## src/sic_pkg.sv

```systemverilog
// shared types, widths and constants for the segment intersection centroid block
package sic_pkg;

	localparam int MaxLinesDef = 8;

	localparam int CrdW  = 10;
	localparam int DifW  = 12;
	localparam int PrdW  = 24;
	localparam int SdenW = 26;
	localparam int NumW  = 40;
	localparam int DenW  = 24;
	localparam int DvdW  = 44;
	localparam int QuoW  = 20;
	localparam int SumW  = 20;
	localparam int KeptW = 6;
	localparam int PtW   = 16;
	localparam int OffW  = 11;
	localparam int CfgW  = 11;
	localparam int CfgIdxW = 2;
	localparam int SegW  = 4 * CrdW;

	localparam logic [CfgIdxW-1:0] RegMaxCoord = 2'd0;
	localparam logic [CfgIdxW-1:0] RegOffsetX  = 2'd1;
	localparam logic [CfgIdxW-1:0] RegOffsetY  = 2'd2;

	localparam logic [CrdW-1:0] MaxCoordRst = 10'd600;
	localparam logic [OffW-1:0] OffsetXRst  = 11'd674;
	localparam logic [OffW-1:0] OffsetYRst  = 11'd368;

	localparam logic KindCross    = 1'b0;
	localparam logic KindCentroid = 1'b1;

	typedef struct packed {
		logic [CrdW-1:0] x0;
		logic [CrdW-1:0] y0;
		logic [CrdW-1:0] x1;
		logic [CrdW-1:0] y1;
	} seg_t;

	typedef struct packed {
		logic            done;
		logic            keep;
		logic [NumW-1:0] xn;
		logic [DenW-1:0] xd;
		logic [NumW-1:0] yn;
		logic [DenW-1:0] yd;
	} geo_res_t;

	typedef enum logic [3:0] {
		S_IDLE,
		S_START,
		S_RD_I,
		S_RD_J,
		S_LAT_J,
		S_GEOM,
		S_DIVX,
		S_DIVY,
		S_EMIT,
		S_NEXT,
		S_CENT,
		S_CDIVX,
		S_CDIVY,
		S_CEMIT
	} state_t;

endpackage

```

## src/sic_div.sv

```systemverilog
// iterative restoring divider, one quotient bit per cycle
module sic_div (
	input  logic                     clk,
	input  logic                     arst_n,
	input  logic                     start,
	input  logic [sic_pkg::DvdW-1:0] dividend,
	input  logic [sic_pkg::DenW-1:0] divisor,
	output logic                     done,
	output logic [sic_pkg::QuoW-1:0] quotient
);
	import sic_pkg::*;

	localparam int CntW = $clog2(QuoW);

	logic            busy_q;
	logic            done_q;
	logic [CntW-1:0] cnt_q;
	logic [DvdW-1:0] rem_q;
	logic [DvdW-1:0] den_q;
	logic [QuoW-1:0] quo_q;
	logic [DvdW-1:0] trial;

	assign trial = den_q << cnt_q;

	always_ff @(posedge clk or negedge arst_n) begin
		if (!arst_n) begin
			busy_q <= 1'b0;
			done_q <= 1'b0;
			cnt_q  <= '0;
		end else begin
			done_q <= 1'b0;
			if (start) begin
				busy_q <= 1'b1;
				cnt_q  <= CntW'(QuoW - 1);
			end else if (busy_q) begin
				if (cnt_q == '0) begin
					busy_q <= 1'b0;
					done_q <= 1'b1;
				end else begin
					cnt_q <= cnt_q - 1'b1;
				end
			end
		end
	end

	always_ff @(posedge clk) begin
		if (start) begin
			rem_q <= dividend;
			den_q <= DvdW'(divisor);
			quo_q <= '0;
		end else if (busy_q) begin
			if (rem_q >= trial) begin
				rem_q        <= rem_q - trial;
				quo_q[cnt_q] <= 1'b1;
			end
		end
	end

	assign done     = done_q;
	assign quotient = quo_q;

endmodule

```

## config.mk

```make
export PLATFORM = sky130hd
export DESIGN_NAME = sic_div
export DESIGN_NICKNAME = d
export VERILOG_FILES = /design/src/sic_pkg.sv /design/src/sic_div.sv
export SDC_FILE = /design/constraint.sdc
export NUM_CORES = 1
export LEC_CHECK = 0
export BUFFER_PORTS_ARGS = -buffer_cell sky130_fd_sc_hd__buf_4
export CAP_MARGIN = 20
export CELL_PAD_IN_SITES_DETAIL_PLACEMENT = 0
export CELL_PAD_IN_SITES_GLOBAL_PLACEMENT = 1
export CORE_ASPECT_RATIO = 0.8
export CORE_UTILIZATION = 35
export DETAILED_ROUTE_END_ITERATION = 16
export PLACE_DENSITY_LB_ADDON = 0.1
export SYNTH_ARGS = -nofsm -noshare
export SYNTH_HDL_FRONTEND = slang
export SYNTH_SLANG_ARGS = --single-unit
```

## constraint.sdc

```tcl
create_clock -name clk -period 7.9 [get_ports clk]
set_input_delay 1.58 -clock clk [delete_from_list [all_inputs] [get_ports clk]]
set_output_delay 1.58 -clock clk [all_outputs]
set_load 0.02 [all_outputs]
```

### After elaboration in Yosys (flattened, before gate mapping)

Cells that the tools add are included.

| operators by class | value |
|---|---|
| $lt $le $gt $ge | 3 |
| reduce and logical (&&, ||, !) cells | 7 |
| bitwise logic cells | 1 |
| muxes and demuxes | 14 |
| $add $sub $neg | 2 |
| shifts and indexed selects | 1 |
| equal/unequal tests | 1 |

Operators by type and width:

| cell | number |
|---|---|
| two-way mux 44 bit | 3 |
| greater-or-equal comparator 44 bit | 1 |
| left shift 24 x 5 -> 44 bit | 1 |
| subtractor 44 bit | 1 |
| bitwise OR 20 bit | 1 |
| two-way mux 5 bit | 3 |
| two-way mux 1 bit | 7 |
| less-than comparator 5 x 6 -> 1 bit, second input constant | 1 |
| AND reduction 2 bit | 3 |
| demux 1 bit (select 5 bit) | 1 |
| greater-or-equal comparator 5 x 1 -> 1 bit, second input constant | 1 |
| logical NOT 5 bit | 1 |
| subtractor 5 x 1 -> 5 bit, second input constant | 1 |
| nonzero test 2 bit | 2 |
| != test 2 bit, second input constant | 1 |
| logical AND 1 bit | 1 |

| word-level totals | value |
|---|---|
| input bits | 71 |
| bits in registers | 95 |
| logic and storage cells | 35 |
| output and inout port bits | 21 |

### Depth between registers and ports, before layout

Gate-level depths: netlist (run 1).

| depth | value |
|---|---|
| depth in word-level cells | 5 |
| gate-level depth with buffers | 21 |
| mapped depth without buffers | 18 |

### Worst setup path after synthesis (run 1)

Ideal clock, no wire load.

| path | value |
|---|---|
| kind | register -> register |
| from | reg cnt_q[0] |
| to | reg rem_q[0], enable pin |
| stages on the path, launching flop included | 21 |
| setup slack | 0.794 ns |
| required time | 7.394 ns |
| data arrival time | 6.599 ns |
| clock period less this slack | 7.106 ns |
| setup time | 0.506 ns |
| buffers on the path | 5 |
| cell sequence | dfrtp_1 buf_2 buf_2 inv_1 buf_1 a21oi_1 mux2i_1 nand2_1 nand2_1 or2_2 ha_1 buf_2 and3_1 nand2_1 nor2_1 o21ai_2 a21boi_2 o21bai_1 a211o_1 buf_6 o21ai_0 |

| on the way | value |
|---|---|
| cells in the longest elaborated chain, start to end | 4 |

RTL lines:

| element | RTL line | text |
|---|---|---|
| start: declaration | sic_div.sv:17 | `logic [CntW-1:0] cnt_q;` |
| start signal: assignment | sic_div.sv:34 | `cnt_q <= CntW'(QuoW - 1);` |
| start signal: assignment | sic_div.sv:40 | `cnt_q <= cnt_q - 1'b1;` |
| left shift 24 x 5 -> 44 bit | sic_div.sv:23 | `assign trial = den_q << cnt_q;` |
| greater-or-equal comparator 44 bit | sic_div.sv:52 | `if (rem_q >= trial) begin` |
| nonzero test 2 bit (no source line) | n/a |  |
| AND reduction 2 bit (no source line) | n/a |  |
| end signal: assignment | sic_div.sv:48 | `rem_q <= dividend;` |
| end signal: assignment | sic_div.sv:53 | `rem_q <= rem_q - trial;` |
| end: declaration | sic_div.sv:18 | `logic [DvdW-1:0] rem_q;` |

No other way between the ends.
A chain may end at the register's enable or synchronous reset.

### Final worst setup path (run 1)

Same ends and word-level chain as after synthesis.

==> out/qor.log, run 1 <==
INFO  global_routing grtUsageMet1=0.3186
INFO  timing         finalClockSkew=0.01031ns
INFO  die            die_width=167.1um
INFO  global_routing globalRouteOverflowTotal=0
INFO  run_status     status=finished, final reports clean
INFO  cells_and_area final_nets=1074
INFO  cells_and_area area.growth.synth_to_final=14.89%
INFO  timing         final-max-slew-violation-count=0
INFO  worst_setup_path critPathCaptureType=flop
INFO  worst_setup_path crit_arrival=6.14ns
INFO  logic_synthesis postSynthAreaPerCell=8.480um2
INFO  logic_synthesis synthCells=900
INFO  global_routing first_global_vias=6312
INFO  logic_synthesis share_of_the_synthesized_area_in_the_top_cell_type=0.2675
INFO  global_routing grtUsageTotal=0.2056
INFO  timing         worstMarginPinSlew=0.9015ns
INFO  routing        avgRoutedWirePerCell=18.50um
INFO  logic_synthesis seq_area_frac_synth=0.3430
INFO  power_and_ir_drop cellLeakagePower=3.663nW
INFO  logic_synthesis ys_async_sr_fraction=0.07368
INFO  power_and_ir_drop share_seq_of_total_power=0.253
INFO  global_routing grt_first_pass_wirelength=35530um
INFO  die            rows=47
INFO  timing         hold_violations=0
INFO  logic_synthesis synth_ff_type=sky130_fd_sc_hd__edfxtp_1
INFO  logic_synthesis synth_area_leader_cell=sky130_fd_sc_hd__edfxtp_1
INFO  timing         slew-limit-headroom=0.3983
INFO  clock_network  numClockSinks=95
INFO  logic_synthesis postSynthRegisterBits=95
INFO  cells_and_area antenna_cells_inserted=0
INFO  logic_synthesis yosys_warnings=0
INFO  cells_and_area utilization_after_layout=0.4165
INFO  power_and_ir_drop power.share.switching=0.4675
INFO  placed_design  place.gp.congestion=0.8585
INFO  clock_network  cts_buffers=9
INFO  clock_network  clk-insertion-delay-late=0.36ns
INFO  routing        drc_errors_left=0
INFO  timing         finalSetupViolCount=0
INFO  routing        final_antenna_net_count=0
INFO  routing        finalWirelength=22710um
INFO  timing         totalNegativeSetupSlack=0ns
INFO  global_routing grt_start_max_net_pins=67
INFO  power_and_ir_drop clock_power_share=0.133
INFO  logic_synthesis synthDistinctLibCells=64
INFO  clock_network  clk_pin_slew=0.07ns
INFO  logic_synthesis synth_nets=1020
INFO  global_routing busiest_layer=met1
INFO  worst_setup_path path_max_fanout=23
INFO  global_routing grt_met2_usage=0.3013
INFO  clock_network  postCtsSetupBuffers=0
INFO  timing         period_share=0.7724
INFO  power_and_ir_drop vdd_ir_drop_max=0.0001275V
INFO  placed_design  placement.setup.worst_slack=1.816ns
INFO  routing        dr_total_vias=6716
INFO  global_routing use_met3=0.02656
INFO  routing        drt_pass1_iterations=5
INFO  logic_synthesis synth_enable_flop_cells=68
INFO  clock_network  h_tree_levels=3
INFO  power_and_ir_drop power-per-cell-area=375.3nW/um2
INFO  clock_network  cts-hold-fix-buffers=0
INFO  die            die_height=134.1um
INFO  flow_run       cap_viol_max_count=0
INFO  die            die_area=22400um2
INFO  hold_path      min_path_type=flop to flop
INFO  logic_synthesis post_synthesis_cell_area=7632um2
INFO  die            placeableCoreArea=21050um2
INFO  logic_synthesis largest_cells_by_area_after_synthesis=sky130_fd_sc_hd__edfxtp_1 27%, sky130_fd_sc_hd__ha_1 7.9%, sky130_fd_sc_hd__nand2_1 7.2%
INFO  cells_and_area final_layout_size_suffix_gt1_frac=0.1502
INFO  timing         post-route-min-period=6.102ns
INFO  power_and_ir_drop total_switching_power=0.001538W
INFO  timing         fmax=163.9MHz
INFO  routing        drt-vias-per-instance=5.469
INFO  worst_setup_path setup.worst_path.class=flop to flop
INFO  global_routing number_of_antenna_violations_at_the_first_check_in_global_routing=0
INFO  timing         grt_setup_unrepaired=no
INFO  timing         final_critical_path_setup_slack=1.798ns
INFO  cells_and_area leading_cell_types_in_the_layout_fill_and_taps_excluded=146 x sky130_fd_sc_hd__nand2_1, 98 x sky130_fd_sc_hd__buf_4, 77 x sky130_fd_sc_hd__a21oi_1, 72 x sky130_fd_sc_hd__o21ai_0, 68 x sky130_fd_sc_hd__edfxtp_1
INFO  clock_network  cts_max_path_buffers=2
INFO  die            initial_utilization=0.3625
INFO  placed_design  detailedPlacementHpwl=17700um
INFO  power_and_ir_drop power_report.internal_total=0.001752W
INFO  die            pin_count=92
INFO  worst_setup_path timing.critical_path.required=7.94ns
INFO  power_and_ir_drop combPwrFrac=0.613
INFO  worst_setup_path setup.worst_path.start_class=flop
INFO  placed_design  portBuffers=91
INFO  clock_network  cts_tree=built
INFO  cells_and_area final_common_cell=sky130_fd_sc_hd__nand2_1
INFO  clock_network  ctsRootBufferMaster=sky130_fd_sc_hd__clkbuf_16
INFO  routing        initialDrtViolationCount=439
INFO  clock_network  cts_resized=0
worst max-delay path, stage by stage (launching register included):
cell	delay (ns)
sky130_fd_sc_hd__dfrtp_1	0.81
sky130_fd_sc_hd__buf_4	0.33
sky130_fd_sc_hd__mux4_2	0.54
sky130_fd_sc_hd__nand2_1	0.08
sky130_fd_sc_hd__o21ai_0	0.16
sky130_fd_sc_hd__o21ai_0	0.31
sky130_fd_sc_hd__a21oi_1	0.12
sky130_fd_sc_hd__a31oi_1	0.29
sky130_fd_sc_hd__ha_1	0.31
sky130_fd_sc_hd__nand4_1	0.18
sky130_fd_sc_hd__nor3_1	0.26
sky130_fd_sc_hd__nand3_1	0.16
sky130_fd_sc_hd__o31ai_1	0.29
sky130_fd_sc_hd__nor3_1	0.08
sky130_fd_sc_hd__a211o_1	0.56
sky130_fd_sc_hd__o21ai_4	0.82
sky130_fd_sc_hd__buf_4	0.43
path summary, 6_finish.rpt:
kind / from / to / slack (ns) / cells past startpoint
max in group asynchronous: arst_n / busy_q$_DFF_PN0_ / 6.75 / 1
worst max register to register: cnt_q[0]$_DFFE_PN0P_ / rem_q[0]$_DFFE_PP_ / 1.80 / 16
min in group asynchronous: arst_n / cnt_q[3]$_DFFE_PN0P_ / 1.02 / 1
worst min register to register: quotient[3]$_SDFFE_PP0P_ / quotient[3]$_SDFFE_PP0P_ / 0.46 / 2
worst min-delay path: quotient[3]$_SDFFE_PP0P_ / quotient[3]$_SDFFE_PP0P_ / 0.46 / 2
worst max-delay path: cnt_q[0]$_DFFE_PN0P_ / rem_q[0]$_DFFE_PP_ / 1.80 / 16
synthesized netlist by cell type (12+ instances only):
| master | number |
|---|---|
| sky130_fd_sc_hd__o21bai_1 | 15 |
| sky130_fd_sc_hd__mux2i_1 | 28 |
| sky130_fd_sc_hd__inv_1 | 43 |
| sky130_fd_sc_hd__xnor2_1 | 24 |
| sky130_fd_sc_hd__dfxtp_1 | 20 |
| sky130_fd_sc_hd__nor2_1 | 66 |
| sky130_fd_sc_hd__buf_1 | 14 |
| sky130_fd_sc_hd__xor2_1 | 12 |
| sky130_fd_sc_hd__clkbuf_1 | 28 |
| sky130_fd_sc_hd__o32ai_1 | 17 |
| sky130_fd_sc_hd__nand4_1 | 13 |
| sky130_fd_sc_hd__edfxtp_1 | 68 |
| sky130_fd_sc_hd__nand2_1 | 146 |
| sky130_fd_sc_hd__a21oi_1 | 77 |
| sky130_fd_sc_hd__ha_1 | 48 |
| sky130_fd_sc_hd__nand2b_1 | 13 |
| sky130_fd_sc_hd__a21o_1 | 29 |
| sky130_fd_sc_hd__nand3_1 | 20 |
| sky130_fd_sc_hd__o21ai_0 | 73 |
power groups by stage:
stage	clock network [W]	registers [W]	logic [W]
finish	0.000439	0.000834	0.00202
floorplan	0	0.000817	0.00154
global placement	0	0.000849	0.00203
CTS	0.000454	0.000834	0.00201
detailed placement	0	0.000841	0.00199
global route	0.000468	0.000850	0.00224
stage by stage:
step	std cells	hold WS, ns	power (W)	cell area, um2
6_report	1228	0.4620	0.003291	8768
4_1_cts	1228	0.4667	0.003301	8768
3_3_place_gp	1212	0.4535	0.002881	8481
3_5_place_dp	1212	0.4509	0.002836	8481
5_1_grt	1228	0.4818	0.003562	8768
2_1_floorplan	900	0.5294	0.002361	7632
registers in the layout (all words and copies together) (netlist names):
name,cells
busy_q,1
cnt_q,5
den_q,24
done,1
quotient,20
rem_q,44
area by class of cell:
type	instances	area (um2)
Inverter	44	165.2
Tap cell	269	336.6
Timing Repair Buffer	98	735.7
Fill cell	2142	12280
Clock buffer	9	225.2
Multi-Input combinational cell	706	4626
Clock inverter	7	62.56
Sequential cell	95	2618
metal layers:
metal  wire length, um  up-vias
met3               907       13
met1             12030     3174
met4               176        0
met2              9596      136
met5                 0        -
li1                  -     3393
logic make-up (layout without fill, tap and decap cells):
group           Yosys count  after routing  synth area share
simple gates            296            296            0.1695
compound gates          282            282            0.2374
buf+inv                  99            158           0.05246
flops                    95             95            0.3430
fa+ha+maj                49             49           0.08131
mux                      43             43           0.07508
xor+xnor                 36             36           0.04131
(Power assumes the default switching activity.)
==> run 2: changes to the inputs <==
ABC_AREA = 1   (was not set)
clock period = 6.4 ns   (was 7.9 ns; I/O delays follow)
==> out/qor.log, run 2 <==
INFO  cells_and_area leading_cell_types_in_the_layout_fill_and_taps_excluded=453 x sky130_fd_sc_hd__nand2_1, 157 x sky130_fd_sc_hd__inv_1, 107 x sky130_fd_sc_hd__nor2_1, 101 x sky130_fd_sc_hd__buf_4, 87 x sky130_fd_sc_hd__o21ai_0 [was 146 x sky130_fd_sc_hd__nand2_1, 98 x sky130_fd_sc_hd__buf_4, 77 x sky130_fd_sc_hd__a21oi_1, 72 x sky130_fd_sc_hd__o21ai_0, 68 x sky130_fd_sc_hd__edfxtp_1]
INFO  clock_network  h_tree_levels=3 [unchanged]
INFO  worst_setup_path crit_path_cell_trace=buf_4 -> o21ai_0 -> nand2_1 -> nand2_1 -> nand2_1 -> o21ai_0 -> nand2_1 -> o21ai_0 -> or2_2 -> ha_1 -> nand2_1 -> nor2_1 -> nand2_1 -> nor2_1 -> nand3_1 -> nand3_2 -> nor2_2 -> nand2_4 -> nand2_1 -> nand2_2 -> buf_4 [was buf_4 -> mux4_2 -> nand2_1 -> o21ai_0 -> o21ai_0 -> a21oi_1 -> a31oi_1 -> ha_1 -> nand4_1 -> nor3_1 -> nand3_1 -> o31ai_1 -> nor3_1 -> a211o_1 -> o21ai_4 -> buf_4]
INFO  global_routing globalRouteOverflowTotal=0 [unchanged]
INFO  run_status     status=finished, final reports clean [unchanged]
INFO  logic_synthesis synth_most_common_cell=sky130_fd_sc_hd__nand2_1 [unchanged]
INFO  power_and_ir_drop vdd_ir_drop_max=0.0001981V [was 0.0001275 V]
INFO  die            initial_utilization=0.3620 [was 0.3625]
INFO  timing         post-route-min-period=4.865ns [was 6.102 ns]
INFO  worst_setup_path setup.worst_path.start_class=flop [unchanged]
INFO  worst_setup_path timing.critical_path.required=6.40ns [was 7.94 ns]
INFO  cells_and_area final_cells=1690 [was 1228]
INFO  clock_network  numClockSinks=95 [unchanged]
INFO  logic_synthesis synth_nets=1422 [was 1020]
INFO  cells_and_area final_design_area_no_fill=9837um2 [was 8768 um2]
INFO  die            die_area=25160um2 [was 22400 um2]
INFO  logic_synthesis post_synthesis_cell_area=8583um2 [was 7632 um2]
INFO  clock_network  clk_pin_slew=0.08ns [was 0.07 ns]
INFO  worst_setup_path worst_path_dominant_cell_family=simple AND/OR/NAND/NOR gates [was compound AO/OA/AOI/OAI gates]
INFO  placed_design  placedInstanceArea=9522um2 [was 8481 um2]
INFO  logic_synthesis postSynthRegisterBits=95 [unchanged]
INFO  cells_and_area area.growth.synth_to_final=14.61% [was 14.89%]
INFO  cells_and_area antenna_cells_inserted=0 [unchanged]
INFO  worst_setup_path timing.critical_path.slowest_stage_cell=sky130_fd_sc_hd__dfrtp_1 [was sky130_fd_sc_hd__o21ai_4]
INFO  logic_synthesis synth_ff_type=sky130_fd_sc_hd__edfxtp_1 [unchanged]
INFO  die            die_height=142.1um [was 134.1 um]
INFO  routing        drt-vias-per-instance=4.937 [was 5.469]
INFO  worst_setup_path cp.buffers_inverters=2 [unchanged]
INFO  logic_synthesis postSynthAreaPerCell=6.592um2 [was 8.480 um2]
INFO  clock_network  ctsRootBufferMaster=sky130_fd_sc_hd__clkbuf_16 [unchanged]
INFO  power_and_ir_drop power-per-cell-area=459.7nW/um2 [was 375.3 nW/um2]
INFO  timing         finalSetupViolCount=0 [unchanged]
INFO  timing         slew-limit-headroom=0.3211 [was 0.3983]
INFO  die            pin_count=92 [unchanged]
INFO  logic_synthesis synth_top_cells_by_count=454 x sky130_fd_sc_hd__nand2_1, 157 x sky130_fd_sc_hd__inv_1, 107 x sky130_fd_sc_hd__nor2_1, 87 x sky130_fd_sc_hd__o21ai_0, 86 x sky130_fd_sc_hd__nand3_1 [was 146 x sky130_fd_sc_hd__nand2_1, 77 x sky130_fd_sc_hd__a21oi_1, 73 x sky130_fd_sc_hd__o21ai_0, 68 x sky130_fd_sc_hd__edfxtp_1, 66 x sky130_fd_sc_hd__nor2_1]
INFO  worst_setup_path path_max_fanout=44 [was 23]
INFO  power_and_ir_drop total_power=0.004522W [was 0.003291 W]
INFO  logic_synthesis largest_cells_by_area_after_synthesis=sky130_fd_sc_hd__edfxtp_1 24%, sky130_fd_sc_hd__nand2_1 20%, sky130_fd_sc_hd__ha_1 7.0% [was sky130_fd_sc_hd__edfxtp_1 27%, sky130_fd_sc_hd__ha_1 7.9%, sky130_fd_sc_hd__nand2_1 7.2%]
INFO  timing         worstMarginPinSlew=1.018ns [was 0.9015 ns]
INFO  logic_synthesis synth_area_leader_cell=sky130_fd_sc_hd__edfxtp_1 [unchanged]
INFO  clock_network  cts-hold-fix-buffers=0 [unchanged]
INFO  routing        avgRoutedWirePerCell=16.62um [was 18.50 um]
INFO  cells_and_area final_nets=1493 [was 1074]
INFO  worst_setup_path ff2ff_setup_slack=1.53ns [was 1.80 ns]
INFO  timing         hold_violations=0 [unchanged]
INFO  global_routing grt_first_pass_wirelength=43390um [was 35530 um]
INFO  routing        initialDrtViolationCount=730 [was 439]
INFO  global_routing first_global_vias=7566 [was 6312]
INFO  timing         final-max-slew-violation-count=0 [unchanged]
INFO  logic_synthesis synthCells=1302 [was 900]
INFO  timing         period_share=0.7602 [was 0.7724]
INFO  timing         fmax=205.5MHz [was 163.9 MHz]
INFO  routing        drt_pass1_iterations=6 [was 5]
INFO  placed_design  portBuffers=91 [unchanged]
INFO  clock_network  clk-insertion-delay-late=0.37ns [was 0.36 ns]
INFO  global_routing grt_start_max_net_pins=58 [was 67]
INFO  worst_setup_path cpMostUsedCell=sky130_fd_sc_hd__nand2_1
INFO  worst_setup_path max_stage_delay=0.75ns [was 0.82 ns]
INFO  worst_setup_path critPathCaptureType=flop [unchanged]
INFO  global_routing grtUsageTotal=0.2288 [was 0.2056]
INFO  routing        finalWirelength=28090um [was 22710 um]
INFO  routing        drc_errors_left=0 [unchanged]
INFO  cells_and_area utilization_after_layout=0.4149 [was 0.4165]
INFO  cells_and_area final_common_cell=sky130_fd_sc_hd__nand2_1 [unchanged]
INFO  clock_network  cts_tree=built [unchanged]
INFO  worst_setup_path setup.worst_path.class=flop to flop [unchanged]
INFO  placed_design  detailedPlacementHpwl=22990um [was 17700 um]
INFO  logic_synthesis synthDistinctLibCells=46 [was 64]
INFO  placed_design  dpl.cell_count=1674 [was 1212]
INFO  global_routing number_of_antenna_violations_at_the_first_check_in_global_routing=0 [unchanged]
INFO  timing         grt_setup_unrepaired=no [unchanged]
INFO  routing        dr_total_vias=8344 [was 6716]
INFO  routing        final_antenna_net_count=0 [unchanged]
INFO  cells_and_area registers.top_by_ff_count=rem_q [unchanged]
INFO  hold_path      min_path_type=flop to flop [unchanged]
INFO  die            placeableCoreArea=23710um2 [was 21050 um2]
INFO  clock_network  cts_resized=0 [unchanged]
INFO  logic_synthesis seq_area_frac_synth=0.3050 [was 0.3430]
INFO  power_and_ir_drop cellLeakagePower=4.630nW [was 3.663 nW]
INFO  clock_network  cts_max_path_buffers=2 [unchanged]
INFO  cells_and_area max_reg_flops=44 [unchanged]
INFO  cells_and_area num-fill-cells=2572 [was 2142]
INFO  timing         finalClockSkew=0.01437ns [was 0.01031 ns]
INFO  placed_design  place.gp.congestion=0.8989 [was 0.8585]
INFO  cells_and_area final_layout_size_suffix_gt1_frac=0.1459 [was 0.1502]
INFO  logic_synthesis share_of_the_synthesized_area_in_the_top_cell_type=0.2379 [was 0.2675]
INFO  die            die_width=177.1um [was 167.1 um]
INFO  die            rows=50 [was 47]
INFO  clock_network  cts_buffers=9 [unchanged]
INFO  logic_synthesis yosys_warnings=0 [unchanged]
INFO  clock_network  postCtsSetupBuffers=0 [unchanged]
INFO  flow_run       cap_viol_max_count=0 [unchanged]
INFO  timing         totalNegativeSetupSlack=0ns [unchanged]
INFO  logic_synthesis synth_enable_flop_cells=68 [unchanged]
INFO  worst_setup_path crit_arrival=4.86ns [was 6.14 ns]
INFO  logic_synthesis ys_async_sr_fraction=0.07368 [unchanged]
run 2: cell types whose count changed in the layout (fill, tap and decap cells not counted), sizes merged, moves of 13 or more:
cell,delta
nand3,+87
nand2b,-13
inv,+116
o21ai,+16
nor2,+53
xnor2,-14
mux2i,-20
or2,+18
a21o,-27
o32ai,-16
nand2,+320
run 2: power by group:
group | internal, W | total, W | switching [W]
registers | 0.000911 | 0.00101 | 0.000101
clock network | 0.000310 | 0.000589 | 0.000279
logic | 0.000976 | 0.00292 | 0.00195
total | 0.00220 | 0.00452 | 0.00233
run 2: kinds of logic (layout without fill, tap and decap cells):
family | count (synthesis) | in the layout | share of synthesized area
simple gates | 734 | 734 | 0.3704
compound gates | 204 | 204 | 0.1367
buf+inv | 201 | 277 | 0.09504
flops | 95 | 95 | 0.3050
fa+ha+maj | 49 | 49 | 0.07230
xor+xnor | 11 | 11 | 0.01122
mux | 8 | 8 | 0.009330
run 2: layout make-up:
type,instances,area (um2),area share
clock buffer,11,264.0,0.02684
clock inverter,5,51.30,0.005215
inverter,160,603.1,0.06131
multi-input combinational,1006,5152,0.5238
sequential,95,2618,0.2661
tap,312,390.4,0.03968
timing repair buffer,101,758.2,0.07708
run 2: worst paths after layout:
path                                           from                        to  depth (start not counted)
max reg2reg                    cnt_q[0]$_DFFE_PN0P_        rem_q[2]$_DFFE_PP_                         21
max                            cnt_q[0]$_DFFE_PN0P_        rem_q[2]$_DFFE_PP_                         21
max in group asynchronous                    arst_n            done$_DFF_PN0_                          1
min                        quotient[0]$_SDFFE_PP0P_  quotient[0]$_SDFFE_PP0P_                          2
min in group asynchronous                    arst_n          busy_q$_DFF_PN0_                          1
min reg2reg                quotient[0]$_SDFFE_PP0P_  quotient[0]$_SDFFE_PP0P_                          2
run 2: through the flow:
step	worst slack, ns	hold WS, ns
after floorplan	2.334	0.5264
after global placement	1.505	0.4397
after detailed placement	1.598	0.4442
after CTS	1.556	0.4576
after global routing	1.133	0.4761
final	1.535	0.4555
run 2: metal layers:
metal	wire [um]	up-vias	part of all wire	GRT usage
met5	0	-	0	0
met4	230	0	0.0082	0.04083
met3	1735	16	0.062	0.03526
met2	11600	212	0.41	0.3351
met1	14530	3754	0.52	0.3505
li1	-	4362	-	-
run 2: tightest hold or removal path: stages, from the launching register on:
cell                      delay [ns]
sky130_fd_sc_hd__dfxtp_1        0.31
sky130_fd_sc_hd__inv_1          0.05
sky130_fd_sc_hd__a21oi_1        0.05
